File: src/rtl/capacitive_baseline_averager_assert.svh
// assertion macros for the capacitive baseline averager
// expects clk and arst_n in the scope of the module that uses them
`ifndef CAPACITIVE_BASELINE_AVERAGER_ASSERT_SVH
`define CAPACITIVE_BASELINE_AVERAGER_ASSERT_SVH
`ifndef SYNTHESIS
`define CBA_ASSERT(lbl, cond) \
	lbl: assert property (@(posedge clk) disable iff (!arst_n) (cond)) \
		else $error("cba assertion failed");
`define CBA_ASSERT_IMPLY(lbl, ante, cons) \
	lbl: assert property (@(posedge clk) disable iff (!arst_n) (ante) |-> (cons)) \
		else $error("cba assertion failed");
`define CBA_ASSERT_NEXT(lbl, ante, cons) \
	lbl: assert property (@(posedge clk) disable iff (!arst_n) (ante) |=> (cons)) \
		else $error("cba assertion failed");
`else
`define CBA_ASSERT(lbl, cond)
`define CBA_ASSERT_IMPLY(lbl, ante, cons)
`define CBA_ASSERT_NEXT(lbl, ante, cons)
`endif
`endif

File: src/rtl/cba_pkg.sv
// shared types, constants and helpers of the capacitive baseline averager
// no dependencies
package cba_pkg;

	localparam int NUM_CH      = 8;
	localparam int READING_W   = 28;
	localparam int AVG_W       = 20;
	localparam int TICK_W      = 16;
	localparam int OFFSET_W    = 28;
	localparam int CFG_INDEX_W = 2;
	localparam int CFG_DATA_W  = 28;
	localparam int BASE_W      = 26;
	localparam int DEV_W       = 23;
	localparam int SCALED_W    = 20;

	localparam int CHANNELS_DEF      = 8;
	localparam int CALIB_SAMPLES_DEF = 100;
	localparam int AVG_SAMPLES_DEF   = 10;

	// reading scale: exact reciprocal for any reading magnitude
	localparam int SCALE_DIV = 1000;
	localparam int DIV1000_SHIFT = READING_W + $clog2(SCALE_DIV);
	localparam logic [63:0] DIV1000_RECIP =
		((64'd1 << DIV1000_SHIFT) + 64'(SCALE_DIV) - 64'd1) / 64'(SCALE_DIV);

	localparam logic [TICK_W-1:0]   TICK_DIV_RESET     = 16'd20;
	localparam logic [OFFSET_W-1:0] CALIB_OFFSET_RESET = 28'd22000000;
	localparam logic [OFFSET_W-1:0] MEAS_OFFSET_RESET  = 28'd20000000;

	// cycles the input is held after the last calibration sample
	localparam int BASE_WAIT = 2;
	localparam int WAIT_W    = $clog2(BASE_WAIT + 1);

	localparam logic [CFG_INDEX_W-1:0] CFG_TICK_DIVIDER = 2'd0;
	localparam logic [CFG_INDEX_W-1:0] CFG_CALIB_OFFSET = 2'd1;
	localparam logic [CFG_INDEX_W-1:0] CFG_MEAS_OFFSET  = 2'd2;

	typedef struct packed {
		logic [READING_W-1:0] reading_ch0;
		logic [READING_W-1:0] reading_ch1;
		logic [READING_W-1:0] reading_ch2;
		logic [READING_W-1:0] reading_ch3;
		logic [READING_W-1:0] reading_ch4;
		logic [READING_W-1:0] reading_ch5;
		logic [READING_W-1:0] reading_ch6;
		logic [READING_W-1:0] reading_ch7;
	} tick_item_t;

	typedef struct packed {
		logic [AVG_W-1:0] avg_ch0;
		logic [AVG_W-1:0] avg_ch1;
		logic [AVG_W-1:0] avg_ch2;
		logic [AVG_W-1:0] avg_ch3;
		logic [AVG_W-1:0] avg_ch4;
		logic [AVG_W-1:0] avg_ch5;
		logic [AVG_W-1:0] avg_ch6;
		logic [AVG_W-1:0] avg_ch7;
	} avg_item_t;

	typedef logic [NUM_CH-1:0][READING_W-1:0] reading_vec_t;
	typedef logic [NUM_CH-1:0][AVG_W-1:0]     avg_vec_t;

	typedef struct packed {
		logic valid;
		logic calib;
		logic calib_last;
		logic emit;
	} seq_flags_t;

	function automatic reading_vec_t unpack_readings(input tick_item_t t);
		reading_vec_t r;
		r[0] = t.reading_ch0;
		r[1] = t.reading_ch1;
		r[2] = t.reading_ch2;
		r[3] = t.reading_ch3;
		r[4] = t.reading_ch4;
		r[5] = t.reading_ch5;
		r[6] = t.reading_ch6;
		r[7] = t.reading_ch7;
		return r;
	endfunction

	function automatic avg_item_t pack_avgs(input avg_vec_t v);
		avg_item_t a;
		a.avg_ch0 = v[0];
		a.avg_ch1 = v[1];
		a.avg_ch2 = v[2];
		a.avg_ch3 = v[3];
		a.avg_ch4 = v[4];
		a.avg_ch5 = v[5];
		a.avg_ch6 = v[6];
		a.avg_ch7 = v[7];
		return a;
	endfunction

endpackage

File: src/rtl/cba_ctrl.sv
// sample sequencing, configuration registers and input flow control
// depends on cba_pkg and the assertion macro header
`include "capacitive_baseline_averager_assert.svh"

module cba_ctrl import cba_pkg::*; #(
	parameter int CALIB_SAMPLES = CALIB_SAMPLES_DEF,
	parameter int AVG_SAMPLES   = AVG_SAMPLES_DEF
) (
	input  logic                   clk,
	input  logic                   arst_n,
	input  logic                   tick_valid,
	output logic                   tick_stall,
	input  logic                   avg_fire,
	input  logic                   cfg_valid,
	output logic                   cfg_ready,
	input  logic [CFG_INDEX_W-1:0] cfg_index,
	input  logic [CFG_DATA_W-1:0]  cfg_data,
	output logic [OFFSET_W-1:0]    offset,
	output seq_flags_t             acc_flags,
	output seq_flags_t             fin_flags
);

	localparam int CALIB_CNT_W = $clog2(CALIB_SAMPLES + 1);
	localparam int AVG_CNT_W   = $clog2(AVG_SAMPLES + 1);

	logic [TICK_W-1:0]      tick_div_q;
	logic [OFFSET_W-1:0]    calib_off_q;
	logic [OFFSET_W-1:0]    meas_off_q;
	logic [TICK_W-1:0]      tick_cnt_q;
	logic                   calibrated_q;
	logic [CALIB_CNT_W-1:0] calib_cnt_q;
	logic [AVG_CNT_W-1:0]   avg_cnt_q;
	logic [WAIT_W-1:0]      wait_q;
	logic                   pending_q;
	seq_flags_t             flags_s1, flags_s2, flags_s3, flags_s4, flags_s5;

	logic [TICK_W:0]        tick_next;
	logic                   is_sample;
	logic [CALIB_CNT_W-1:0] calib_next;
	logic                   calib_done;
	logic [AVG_CNT_W-1:0]   avg_next;
	logic                   avg_done;
	logic                   accept;
	seq_flags_t             f0;
	seq_flags_t             f_in;

	always_comb begin
		tick_next  = {1'b0, tick_cnt_q} + {{TICK_W{1'b0}}, 1'b1};
		is_sample  = !(tick_next < {1'b0, tick_div_q});
		calib_next = calib_cnt_q + {{(CALIB_CNT_W-1){1'b0}}, 1'b1};
		calib_done = calib_next >= CALIB_CNT_W'(CALIB_SAMPLES);
		avg_next   = avg_cnt_q + {{(AVG_CNT_W-1){1'b0}}, 1'b1};
		avg_done   = avg_next >= AVG_CNT_W'(AVG_SAMPLES);
		f0.valid      = is_sample;
		f0.calib      = !calibrated_q;
		f0.calib_last = is_sample && !calibrated_q && calib_done;
		f0.emit       = is_sample && calibrated_q && avg_done;
		tick_stall = (wait_q != '0) || (f0.emit && pending_q);
		accept     = tick_valid && !tick_stall;
		f_in       = accept ? f0 : '0;
	end

	assign cfg_ready = 1'b1;
	assign offset    = calibrated_q ? meas_off_q : calib_off_q;
	assign acc_flags = flags_s3;
	assign fin_flags = flags_s5;

	always_ff @(posedge clk or negedge arst_n) begin
		if (!arst_n) begin
			tick_div_q  <= TICK_DIV_RESET;
			calib_off_q <= CALIB_OFFSET_RESET;
			meas_off_q  <= MEAS_OFFSET_RESET;
		end else if (cfg_valid && cfg_ready) begin
			unique case (cfg_index)
				CFG_TICK_DIVIDER: tick_div_q  <= cfg_data[TICK_W-1:0];
				CFG_CALIB_OFFSET: calib_off_q <= cfg_data[OFFSET_W-1:0];
				CFG_MEAS_OFFSET:  meas_off_q  <= cfg_data[OFFSET_W-1:0];
				default: begin
				end
			endcase
		end
	end

	always_ff @(posedge clk or negedge arst_n) begin
		if (!arst_n) begin
			tick_cnt_q   <= '0;
			calibrated_q <= 1'b0;
			calib_cnt_q  <= '0;
			avg_cnt_q    <= '0;
		end else if (accept) begin
			if (!is_sample) begin
				tick_cnt_q <= tick_next[TICK_W-1:0];
			end else begin
				tick_cnt_q <= '0;
				if (!calibrated_q) begin
					if (calib_done) begin
						calibrated_q <= 1'b1;
						calib_cnt_q  <= '0;
					end else begin
						calib_cnt_q <= calib_next;
					end
				end else if (avg_done) begin
					avg_cnt_q <= '0;
				end else begin
					avg_cnt_q <= avg_next;
				end
			end
		end
	end

	always_ff @(posedge clk or negedge arst_n) begin
		if (!arst_n) begin
			wait_q    <= '0;
			pending_q <= 1'b0;
		end else begin
			priority if (accept && f0.calib_last) begin
				wait_q <= WAIT_W'(BASE_WAIT);
			end else if (wait_q != '0) begin
				wait_q <= wait_q - {{(WAIT_W-1){1'b0}}, 1'b1};
			end
			priority if (accept && f0.emit) begin
				pending_q <= 1'b1;
			end else if (avg_fire) begin
				pending_q <= 1'b0;
			end
		end
	end

	always_ff @(posedge clk or negedge arst_n) begin
		if (!arst_n) begin
			flags_s1 <= '0;
			flags_s2 <= '0;
			flags_s3 <= '0;
			flags_s4 <= '0;
			flags_s5 <= '0;
		end else begin
			flags_s1 <= f_in;
			flags_s2 <= flags_s1;
			flags_s3 <= flags_s2;
			flags_s4 <= flags_s3;
			flags_s5 <= flags_s4;
		end
	end

	`CBA_ASSERT_NEXT(a_calib_end_holds_input, accept && f0.calib_last, tick_stall)
	`CBA_ASSERT(a_baseline_ready_for_meas, !(flags_s3.valid && !flags_s3.calib && ((flags_s4.valid && flags_s4.calib_last) || (flags_s5.valid && flags_s5.calib_last))))
	`CBA_ASSERT_IMPLY(a_one_result_in_flight, accept && f0.emit, !pending_q)

endmodule

File: config.mk
export PLATFORM = sky130hd
export DESIGN_NAME = cba_ctrl
export DESIGN_NICKNAME = d
export VERILOG_FILES = /design/src/rtl/cba_pkg.sv /design/src/rtl/cba_ctrl.sv
export VERILOG_INCLUDE_DIRS = /design/src /design/src/rtl
export SDC_FILE = /design/constraint.sdc
export NUM_CORES = 1
export LEC_CHECK = 0
export ABC_AREA = 1
export BUFFER_PORTS_ARGS = -buffer_cell sky130_fd_sc_hd__buf_2
export CORE_AREA = 4 4 150 123
export CTS_CLUSTER_SIZE = 12
export DETAILED_ROUTE_END_ITERATION = 8
export DIE_AREA = 0 0 154 127
export GPL_ROUTABILITY_DRIVEN = 1
export GPL_TIMING_DRIVEN = 0
export SLEW_MARGIN = 40
export SYNTH_ARGS = -nofsm -noshare
export SYNTH_HDL_FRONTEND = slang
export SYNTH_SLANG_ARGS = --single-unit
File: constraint.sdc
create_clock -name clk -period 6.34 [get_ports clk]
set_input_delay 1.268 -clock clk [delete_from_list [all_inputs] [get_ports clk]]
set_output_delay 1.268 -clock clk [all_outputs]
set_load 0.03 [all_outputs]
# ---- Yosys cells after proc, flatten, opt, wreduce, memory -nomap -nowiden
# Index checks and enable logic that the tools add are counted.
dict set report word_totals {
  regBits 123
  inputBits 35
  word_cells 73
}
dict set report classes {
  n_addsub 4
  order_cmp 3
  eq_ne 2
  mux 11
  bitwise_logic 2
  reduce_logical 22
}
# operator n
set ops {}
lappend ops {{28-bit two-way mux} 1}
lappend ops {{16-bit by 1-bit adder with 17-bit output, second input constant} 1}
lappend ops {{17-bit by 16-bit < comparator with 1-bit output} 1}
lappend ops {{16-bit two-way mux} 1}
lappend ops {{1-bit logical AND} 8}
lappend ops {{4-bit two-way mux} 2}
lappend ops {{2-bit AND reduction} 4}
lappend ops {{7-bit by 1-bit adder with 7-bit output, second input constant} 1}
lappend ops {{7-bit greater-or-equal comparator, second input constant} 1}
lappend ops {{7-bit two-way mux} 1}
lappend ops {{3-bit AND reduction} 2}
lappend ops {{2-bit nonzero test} 3}
lappend ops {{4-bit by 1-bit adder with 4-bit output, second input constant} 1}
lappend ops {{4-bit greater-or-equal comparator, second input constant} 1}
lappend ops {{1-bit two-way mux} 4}
lappend ops {{2-bit two-way mux} 2}
lappend ops {{1-bit logical NOT} 3}
lappend ops {{2-bit by 1-bit equality test with 1-bit output, second input constant} 1}
lappend ops {{2-bit equality test, second input constant} 1}
lappend ops {{2-bit logical NOT} 1}
lappend ops {{1-bit NOT} 2}
lappend ops {{2-bit by 1-bit subtractor with 2-bit output, second input constant} 1}
lappend ops {{1-bit logical OR} 1}

# ---- Depth between registers and ports, before layout
# Gate-level depths: netlist of run 1.
dict set report depth {
  ltp_word 11
  ltp_mapped 22
}

# ---- Least setup slack after synthesis of run 1
# OpenSTA, ideal clock, no wires.
dict set report synth_timing {
  kind {register to output}
  from {register tick_cnt_q[0]}
  to {output tick_stall}
  arrival_ps 2458
  setup_slack_ps 2614
  path_stages_with_launch 17
  cell_sequence {dfrtp_1 -> ha_1 -> nand3_2 -> nor2_4 -> nand3_1 -> nor2_1 -> a21oi_1 -> a21oi_1 -> ha_1 -> a21oi_1 -> nor2_1 -> nor2_1 -> nand2_1 -> nor2_1 -> nand2_4 -> a21oi_1 -> inv_1}
}
dict set report synth_via {
  elab_chain_cells 7
}
# item line
set synth_lines {}
lappend synth_lines {{start: declaration} cba_ctrl.sv:29} ;# logic [TICK_W-1:0] tick_cnt_q;
lappend synth_lines {{start signal: assignment} cba_ctrl.sv:92} ;# tick_cnt_q <= tick_next[TICK_W-1:0];
lappend synth_lines {{16-bit by 1-bit adder with 17-bit output} cba_ctrl.sv:48} ;# tick_next = {1'b0, tick_cnt_q} + {{TICK_W{1'b0}}, 1'b1};
lappend synth_lines {{17-bit by 16-bit < comparator with 1-bit output} cba_ctrl.sv:49} ;# is_sample = !(tick_next < {1'b0, tick_div_q});
lappend synth_lines {{1-bit logical NOT} cba_ctrl.sv:49}
lappend synth_lines {{1-bit logical AND (2 in a row)} cba_ctrl.sv:57} ;# f0.emit = is_sample && calibrated_q && avg_done;
lappend synth_lines {{1-bit logical AND} cba_ctrl.sv:58} ;# tick_stall = (wait_q != '0) || (f0.emit && pending_q);
lappend synth_lines {{1-bit logical OR} cba_ctrl.sv:58}
lappend synth_lines {{end: declaration} cba_ctrl.sv:12} ;# output logic tick_stall,
# Every way passes these cells.

# ---- Worst setup path in the final report of run 1
# Ends and elaborated chain as after synthesis.

==> results_dict.tcl, run 1 <==
set metrics [dict create \
    cp_max_fo 7 \
    io_pins 73 \
    synth.largest_area_cell "dfrtp_1" \
    via_count 4595 \
    avgSynthCellArea_um2 8.309 \
    grt_overflow 0 \
    cts_hold_buf 0 \
    dpl.hpwl_mm 9.712 \
    async_flop_share_pct 100.0 \
    cp.required_ps 5070 \
    synth.net_count 754 \
    h-tree-depth 4 \
    dp_cells 996 \
    cts_tree "yes" \
    ant_nets 0 \
    cts_setup_buffers 0 \
    place.gp.congestion 0.7726 \
    fillers 1735 \
    crit_path_start_kind "register" \
    leakage_nw 3.749 \
    synth_seq_area_share_pct 53.45 \
    min_path_type "register to register" \
    p_per_area_mw_per_mm2 328.3 \
    yosys-top-cells-area "dfrtp_1 44%, nand2_1 16%, dfstp_2 9.5%" \
    tightestPinTransition_ps 681.8 \
    ys_types 30 \
    clockBufferDepth 2 \
    slew_headroom_pct 54.55 \
    fin_cells 1028 \
    fin_crit_ps 4615 \
    drc 0 \
    wire_per_inst_um 13.05 \
    setup_viol 0 \
    fin_setup_tns_ps 0 \
    root_buffer "clkbuf_16" \
    drive_gt1_share_pct 17.56 \
    final_max_slew_viol_count 0 \
    dieWidth_um 154 \
    fmax_ghz 0.2167 \
    finalWirelength_mm 13.42 \
    synthTopCellsByCount "245 x nand2_1, 102 x dfrtp_1, 95 x o21ai_0, 92 x inv_1, 28 x nand3_1" \
    fin_crit_sh_pct 72.78 \
    finClkSkew_ps 6.685 \
    cts.sinks 123 \
    diodes 0 \
    syn_inst 699 \
    grt_max_degree 73 \
    cap_violations 0 \
    utilization_pct 41.46 \
    start_util_pct 34.05 \
    die_height_um 127 \
    synth_top_cell_area_share_pct 43.95 \
    critical_path_arrival_ps 3350 \
    cts_resized 0 \
    track_usage_pct 14.50 \
    clk_pin_slew_ps 60 \
    port_buffers 71 \
    reg2reg_slack_ps 3050 \
    rows 43 \
    run_status "complete, no violations" \
    rsz0062_at_grt "no" \
    numCtsBuffers 17 \
    grt_pass1_vias 4504 \
    die-area_mm2 0.01956 \
    synth_area_mm2 0.005808 \
    clock_latency_ps 420 \
    synth_edf_count 0 \
    vias_per_cell 4.470 \
    critical_path_class "register to output pin" \
    cp-end-kind "output pin" \
    hold_viol 0 \
    drtIter0Drc 293 \
    vdd.ir_drop.worst_mv 0.1888 \
    antenna_found_initial 0 \
    synth_warnings 0 \
    area_growth_pct 21.76 \
    yosysMostFrequentCell "nand2_1" \
    grt_pass1_wl_mm 22.68 \
    synth_flop_cell "dfrtp_1" \
    core-area_mm2 0.01706 \
    ys_seq_elements 123 \
    final_nets 845 \
    drt-pass1-iter-count 4 \
]
==> logic make-up after synthesis <==
| kind of cell | count (synthesis) | synth area share [%] |
|---|---|---|
| buffers and inverters | 119 | 8.057 |
| flip-flops | 123 | 53.45 |
| adder cells (fa/ha/maj) | 20 | 4.308 |
| AO/OA/AOI/OAI | 109 | 9.522 |
| XOR/XNOR | 17 | 2.564 |
| AND/OR/NAND/NOR | 310 | 22.04 |
| other | 1 | 0.06457 |
==> power breakdown <==
| group | switching, mW | total [mW] | leakage, nW | internal (mW) |
|---|---|---|---|---|
| sequential | 0.0622 | 0.959 | 1.53 | 0.896 |
| combinational | 0.257 | 0.398 | 1.94 | 0.141 |
| clock | 0.381 | 0.966 | 0.285 | 0.584 |
| total | 0.700 | 2.32 | 3.75 | 1.62 |
==> per-layer routing <==
layer | vias up | routed length [um] | GRT usage (%)
li1 | 2355 | - | -
met1 | 2142 | 6782 | 20.88
met2 | 88 | 5817 | 21.12
met3 | 10 | 678 | 4.470
met4 | 0 | 140 | 4.206
met5 | - | 0 | 0
==> through the flow <==
step / total power, mW / setup slack [ps] / instance area [um^2] / hold slack, ps
floorplan: 1.246 / 2614 / 5808 / 331.2
global route: 2.468 / 1343 / 7072 / 355.4
CTS: 2.353 / 1688 / 7072 / 347.8
global placement: 1.361 / 2149 / 6445 / 332.2
detailed placement: 1.373 / 2161 / 6482 / 334.7
finish: 2.322 / 1725 / 7072 / 345.9
==> state kept, by name, summed over array words and instances, names as in the netlist <==
name / flops
acc_flags: 4
avg_cnt_q: 4
calibrated_q: 1
wait_q: 2
pending_q: 1
meas_off_q: 28
flags_s1: 4
tick_cnt_q: 16
tick_div_q: 16
flags_s2: 4
calib_cnt_q: 7
flags_s4: 4
fin_flags: 4
calib_off_q: 28
==> critical path: stages (launching register included) <==
cell,delay [ps]
dfrtp_1,400
ha_1,240
nand3_2,130
nor2_4,180
nand3_1,130
nor2_1,200
a21oi_1,90
a21oi_1,190
ha_1,280
a21oi_1,150
nor2_1,60
nor2_1,80
nand2_1,50
nor2_1,170
nand2_4,120
a21oi_1,220
inv_1,60
buf_2,170
==> cells in the final DEF (no fill, tap or decap), drive strengths merged <==
cell,synthesis,final
clkbuf,21,38
nand2,246,246
nor3,5,5
buf,6,78
a21o,1,1
nand3,30,30
xnor2,5,5
clkinv,0,6
bufinv,0,2
o21bai,1,1
dfrtp,102,102
conb,1,1
xor2,12,12
ha,20,20
dfstp,21,21
or2,2,2
o21ai,99,99
inv,92,97
a21oi,7,7
clkinvlp,0,2
o31ai,1,1
nand4,3,3
nor2,24,24
==> worst paths after layout <==
| check | startpoint | end | cells after the start |
|---|---|---|---|
| setup / recovery | tick_cnt_q[0] | tick_stall | 17 |
| hold / removal | flags_s4[3] | fin_flags[3] | 0 |
| setup reg to reg | tick_cnt_q[0] | tick_cnt_q[7] | 18 |
| hold reg to reg | flags_s4[3] | fin_flags[3] | 0 |
| max in group asynchronous | arst_n | meas_off_q[20] | 2 |
| min in group asynchronous | arst_n | meas_off_q[12] | 1 |
==> layout make-up <==
type	count	area (um^2)	area share, %
Multi-Input combinational cell	457	2236	31.62
Clock buffer	17	425.4	6.016
Sequential cell	123	3104	43.90
Clock inverter	15	163.9	2.318
Inverter	92	345.3	4.883
Timing Repair Buffer	72	392.9	5.556
Buffer	27	122.6	1.734
Tap cell	225	281.5	3.981
Note: power is estimated with default switching activity, not from simulation.
==> run 2: changes to the inputs <==
--- a/config.mk
+++ b/config.mk
@@ -6,7 +6,7 @@
 export SDC_FILE = /design/constraint.sdc
 export NUM_CORES = 1
 export LEC_CHECK = 0
-export ABC_AREA = 1
+export ABC_AREA = 0
 export BUFFER_PORTS_ARGS = -buffer_cell sky130_fd_sc_hd__buf_2
 export CORE_AREA = 4 4 150 123
 export CTS_CLUSTER_SIZE = 12
==> constraint.sdc (replaced) <==
create_clock -name clk -period 4.48 [get_ports clk]
set_input_delay 0.896 -clock clk [delete_from_list [all_inputs] [get_ports clk]]
set_output_delay 0.896 -clock clk [all_outputs]
set_load 0.03 [all_outputs]
==> results_dict.tcl, run 2 <==
set metrics [dict create \
    fin_crit_ps 4442 \
    yosysMostFrequentCell "dfrtp_1" \
    routedLengthMet1_mm 5.809 \
    critical_path_class "register to output pin" \
    whs_ps 343.6 \
    start_util_pct 34.36 \
    synth_flop_cell "dfrtp_1" \
    top_regs "calib_off_q: 28 flops, meas_off_q: 28 flops" \
    p_per_area_mw_per_mm2 533.1 \
    area_growth_pct 26.35 \
    run_status "complete, no violations" \
    synthTopCellsByCount "102 x dfrtp_1, 88 x mux2_2, 30 x nand2_1, 23 x inv_1, 21 x dfstp_2" \
    synth_edf_count 0 \
    synth.net_count 537 \
    yosys-top-cells-area "dfrtp_1 44%, mux2_2 17%, dfstp_2 9.4%" \
    slowest_stage "dfrtp_2" \
    min_path_type "register to register" \
    pre_cts_ws_ps -159.4 \
    reg2reg_slack_ps 720 \
    ys_types 51 \
    drive_gt1_share_pct 43.07 \
    die-area_mm2 0.01956 \
    fmax_ghz 0.2251 \
    vdd.ir_drop.worst_mv 0.2837 \
    drtIter0Drc 94 \
    r2r-end "tick_cnt_q[0]" \
    syn_inst 482 \
    port_buffers 71 \
    setup_ws_ps 38.17 \
    avgSynthCellArea_um2 12.16 \
    async_flop_share_pct 100.0 \
    synth.largest_area_cell "dfrtp_1" \
    crit_path_start_kind "register" \
    rr_worst_depth 14 \
    crit_path_frequent_cell "buf_6" \
    rsz0062_at_grt "yes" \
    synth_top_cell_area_share_pct 43.56 \
    h-tree-depth 4 \
    synth_area_mm2 0.005859 \
    drc 0 \
    worstHoldEndpoint "fin_flags[0]" \
    fin_cells 824 \
    die_height_um 127 \
    core-area_mm2 0.01706 \
    rows 43 \
    diodes 0 \
    cp.required_ps 3580 \
    setup_viol 0 \
    place.gp.congestion 0.7625 \
    numCtsBuffers 17 \
    design_area_mm2 0.007403 \
    final_cell_mix "94 x dfrtp_1, 88 x mux2_2, 69 x buf_2" \
    grt_pass1_vias 4298 \
    grt_pass1_wl_mm 21.53 \
    final_nets 641 \
    synth_seq_area_share_pct 52.98 \
    p_total_mw 3.947 \
    grt_max_degree 73 \
    dieWidth_um 154 \
    drt-pass1-iter-count 4 \
    clockBufferDepth 2 \
    final_common_cell "dfrtp_1" \
    grt_overflow 0 \
    ys_seq_elements 123 \
    root_buffer "clkbuf_16" \
    finalWirelength_mm 12.77 \
    hold_start "flags_s4[0]" \
    track_usage_pct 13.68 \
    critical_path_arrival_ps 3550 \
    slowest_delay_ps 420 \
    clock_latency_ps 410 \
    dpl.hpwl_mm 9.151 \
    antenna_found_initial 1 \
    vias_per_cell 4.942 \
    clk_pin_slew_ps 50 \
    ant_nets 0 \
    crit_chain "ha_4 -> nand2_4 -> nor4_4 -> nand3_2 -> xnor2_2 -> ha_1 -> and3_4 -> a221o_1 -> a311o_1 -> or2_1 -> buf_6 -> nand4_1 -> nand2_1 -> buf_6" \
    leakage_nw 3.353 \
    tightestPinTransition_ps 762.8 \
    cp_max_fo 9 \
    wl_met3_um 691 \
    cts.sinks 123 \
    via_count 4072 \
    cts_tree "yes" \
    slew_headroom_pct 49.15 \
    top_layer_used "met5" \
    cp-end-kind "output pin" \
    placed_area_mm2 0.006534 \
    hold_viol 0 \
    finClkSkew_ps 8.457 \
    hold_depth 0 \
    final_max_slew_viol_count 0 \
    fillers 1589 \
    fin_crit_sh_pct 99.15 \
    reg2reg_from "tick_cnt_q[1]" \
    synth_warnings 0 \
    cap_violations 0 \
    routed-wl-met2_mm 6.145 \
    io_pins 73 \
    wire_per_inst_um 15.50 \
    dp_cells 779 \
]
-- run 2: cell count changes in the layout (fill, tap and decap cells not counted), sizes merged, moves of 6 or more --
| cell | previous run | this run |
|---|---|---|
| nor2 | 24 | 18 |
| o21ai | 99 | 17 |
| o2bb2ai | 0 | 11 |
| mux2 | 0 | 88 |
| a22o | 0 | 9 |
| nand2 | 246 | 31 |
| inv | 97 | 23 |
| and3 | 0 | 10 |
| mux2i | 0 | 8 |
| buf | 78 | 101 |
| nand3 | 30 | 12 |
-- run 2: layout make-up --
type / count / area [um^2] / area share [%]
timing repair buffer: 87 / 515.5 / 6.963
clock buffer: 23 / 478.0 / 6.456
inverter: 23 / 86.33 / 1.166
multi-input combinational: 308 / 2654 / 35.85
sequential: 123 / 3114 / 42.07
buffer: 26 / 135.1 / 1.825
clock inverter: 9 / 138.9 / 1.876
tap: 225 / 281.5 / 3.803
-- run 2: logic make-up (layout without fill, tap and decap cells) --
logic type | Yosys count | after routing | share of synthesized area, %
flops | 123 | 123 | 52.98
other cells | 1 | 1 | 0.06400
compound gates | 69 | 69 | 8.713
buf+inv | 51 | 168 | 3.694
simple gates | 105 | 105 | 9.460
mux | 96 | 96 | 18.28
xor+xnor | 17 | 17 | 2.541
fa+ha+maj | 20 | 20 | 4.271
-- run 2: worst max-delay path by stage --
| stage | start | endpoint | depth (start not counted) |
|---|---|---|---|
| floorplan | tick_cnt_q[0] | tick_stall | 14 |
| global placement | tick_cnt_q[2] | tick_stall | 15 |
| detailed placement | tick_cnt_q[0] | tick_stall | 15 |
| CTS | tick_cnt_q[3] | tick_stall | 14 |
| global route | tick_cnt_q[0] | tick_stall | 14 |
| finish | tick_cnt_q[1] | tick_stall | 14 |
-- run 2: power breakdown --
| group | internal (mW) | leakage, nW | switching (mW) | total, mW |
|---|---|---|---|---|
| clock | 0.921 | 0.290 | 0.480 | 1.40 |
| sequential | 1.32 | 1.48 | 0.105 | 1.42 |
| combinational | 0.478 | 1.58 | 0.644 | 1.12 |
-- run 2: repair_timing --
item | CTS | global route
hold endpoints to repair | 0 | 0
buffers inserted | 7 | 8
endpoints found under the setup margin | 1 | 1
pin swaps | 6 | 12
hold buffers | 0 | 0
resized for setup | 16 | 19
-- run 2: routing by layer --
metal  up-vias  GRT usage (%)
met5         -              0
met4         2          3.219
met3        12          5.249
met2        67          21.79
met1      2056          17.77
li1       1935              -
-- run 2: critical path: cells and delay by family (launching register included) --
family	cells	cell delay, ps
AND/OR/NAND/NOR	7	1080
AO/OA/AOI/OAI	2	670
adder cells (fa/ha/maj)	2	480
flip-flops	1	420
buffers and inverters	2	300
XOR/XNOR	1	170
-- run 2: metrics by stage --
stage / utilization, % / setup TNS, ps
detailed placement: 38.31 / -159.4
global placement: 38.09 / -158.3
floorplan: - / 0
finish: 43.41 / 0
global route: 43.41 / -109.9
CTS: 42.61 / 0
==> run 3: changes to the inputs <==
--- a/config.mk
+++ b/config.mk
@@ -8,12 +8,13 @@
 export LEC_CHECK = 0
 export ABC_AREA = 0
 export BUFFER_PORTS_ARGS = -buffer_cell sky130_fd_sc_hd__buf_2
-export CORE_AREA = 4 4 150 123
+export CORE_AREA = 4 4 121 100
 export CTS_CLUSTER_SIZE = 12
 export DETAILED_ROUTE_END_ITERATION = 8
-export DIE_AREA = 0 0 154 127
+export DIE_AREA = 0 0 125 104
 export GPL_ROUTABILITY_DRIVEN = 1
 export GPL_TIMING_DRIVEN = 0
+export PLACE_DENSITY = 0.75
 export SLEW_MARGIN = 40
 export SYNTH_ARGS = -nofsm -noshare
 export SYNTH_HDL_FRONTEND = slang
==> results_dict.tcl, run 3 (synthesis gave the netlist of run 2 again) <==
set metrics [dict create \
    cp-end-kind "output pin" \
    via_count 4089 \
    cts.sinks 123 \
    final_common_cell "dfrtp_1" \
    slowest_delay_ps 420 \
    numCtsBuffers 17 \
    cap_violations 0 \
    rsz0062_at_grt "yes" \
    final_nets 635 \
    area_growth_pct 23.34 \
    drive_gt1_share_pct 41.99 \
    setup_viol 0 \
    drc 0 \
    io_pins 73 \
    reg2reg_from "tick_cnt_q[1]" \
    p_total_mw 3.889 \
    drt-pass1-iter-count 4 \
    comb_power_share_pct 28.6 \
    grt_pass1_vias 4330 \
    slew_headroom_pct 51.67 \
    vias_per_cell 5.548 \
    start_util_pct 54.23 \
    switching_share_pct 31.57 \
    fmax_ghz 0.2250 \
    slowest_stage "dfrtp_2" \
    cts_tree "yes" \
    diodes 0 \
    min_path_type "register to register" \
    clockPowerShare_pct 34.9 \
    dieWidth_um 125 \
    dpl.hpwl_mm 8.394 \
    fin_crit_ps 4444 \
    antenna_found_initial 0 \
    final_cell_mix "99 x dfrtp_1, 88 x mux2_2, 70 x buf_2" \
    grt_pass1_wl_mm 20.68 \
    leakage_nw 3.329 \
    top_regs "calib_off_q: 28 flops, meas_off_q: 28 flops" \
    cp_max_fo 5 \
    core-area_mm2 0.01081 \
    critical_path_arrival_ps 3550 \
    grt_overflow 0 \
    hold_viol 0 \
    drtIter0Drc 304 \
    grt_max_degree 72 \
    final_max_slew_viol_count 0 \
    tightestPinTransition_ps 725.0 \
    finalWirelength_mm 12.25 \
    crit_path_start_kind "register" \
    port_buffers 71 \
    ant_nets 0 \
    h-tree-depth 4 \
    clockBufferDepth 2 \
    crit_chain "ha_4 -> nand2_4 -> nor4_4 -> nand3_2 -> xnor2_2 -> ha_1 -> and3_4 -> a221o_1 -> a311o_1 -> or2_1 -> buf_6 -> nand4_1 -> nand2_1 -> buf_6" \
    root_buffer "clkbuf_16" \
    path_delay_family "simple AND/OR/NAND/NOR gates" \
    track_usage_pct 19.45 \
    die-area_mm2 0.01300 \
    fin_crit_sh_pct 99.19 \
    cp.buffers_inverters 2 \
    clock_latency_ps 410 \
    hold_start "flags_s1[1]" \
    finClkSkew_ps 5.662 \
    place.gp.congestion 0.8468 \
    clk_pin_slew_ps 50 \
    startpoint "tick_cnt_q[1]" \
    crit_path_frequent_cell "buf_6" \
    p_seq_share_pct 36.5 \
    critical_path_class "register to output pin" \
    cts_hold_buf 0 \
    p_sw_mw 1.228 \
    run_status "complete, no violations" \
    intPower_mw 2.661 \
    die_height_um 104 \
    rows 34 \
    p_per_area_mw_per_mm2 538.1 \
    cp.required_ps 3580 \
    utilization_pct 66.88 \
    vdd.ir_drop.worst_mv 0.3196 \
    whs_ps 345.4 \
    wire_per_inst_um 16.62 \
]
## run 3: cell types whose count changed in the layout (fill, tap and decap cells not counted), sizes merged
cell | previous run | this run
buf | 101 | 94
bufinv | 3 | 2
clkbuf | 35 | 36
clkinvlp | 3 | 4
## run 3: routing by layer
metal / GRT usage (%) / vias up / routed length [um]
li1: - / 1920 / -
met1: 24.38 / 2060 / 5364
met2: 31.89 / 90 / 6090
met3: 5.801 / 19 / 608
met4: 7.353 / 0 / 184
met5: 0 / - / 0
## run 3: repair_timing
action / in CTS / in global routing
pin swaps: 3 / 11
setup endpoints to repair: 1 / 1
gates resized for setup: 12 / 15
setup buffers: 2 / 7
gates cloned: 0 / 0
## run 3: layout make-up
type | instances | area (um^2)
inverters | 23 | 86.33
clock buffers | 23 | 488.0
multi-input cells | 308 | 2656
repair buffers | 81 | 466.7
clock inverters | 9 | 112.6
flip-flops and latches | 123 | 3108
fillers | 794 | 3578
well taps | 144 | 180.2
plain buffers | 26 | 128.9
## run 3: worst paths after layout
kind	end	slack [ps]	cells past startpoint
max in group asynchronous	calib_off_q[22]	3320	2
hold reg to reg	flags_s2[1]	350	0
min in group asynchronous	calib_off_q[11]	440	1
setup / recovery	tick_stall	40	14
hold / removal	flags_s2[1]	350	0
setup reg to reg	tick_cnt_q[14]	760	15
## run 3: through the flow
stage	cell area, um^2	instances	worst slack, ps	setup TNS [ps]
floorplan	5859	482	346.2	0
global placement	6395	697	-93.00	-93.00
detailed placement	6432	698	-116.4	-116.4
CTS	7103	730	30.76	0
global route	7227	737	-116.5	-116.5
finish	7227	737	36.39	0
## run 3: power groups by stage
| stage | Clock (mW) | Sequential [mW] | Combinational (mW) |
|---|---|---|---|
| 6_report | 1.36 | 1.42 | 1.11 |
| 5_1_grt | 1.43 | 1.44 | 1.21 |
| 4_1_cts | 1.37 | 1.42 | 1.09 |
| 3_5_place_dp | 0 | 1.43 | 1.05 |
| 3_3_place_gp | 0 | 1.41 | 1.01 |
| 2_1_floorplan | 0 | 1.41 | 0.772 |
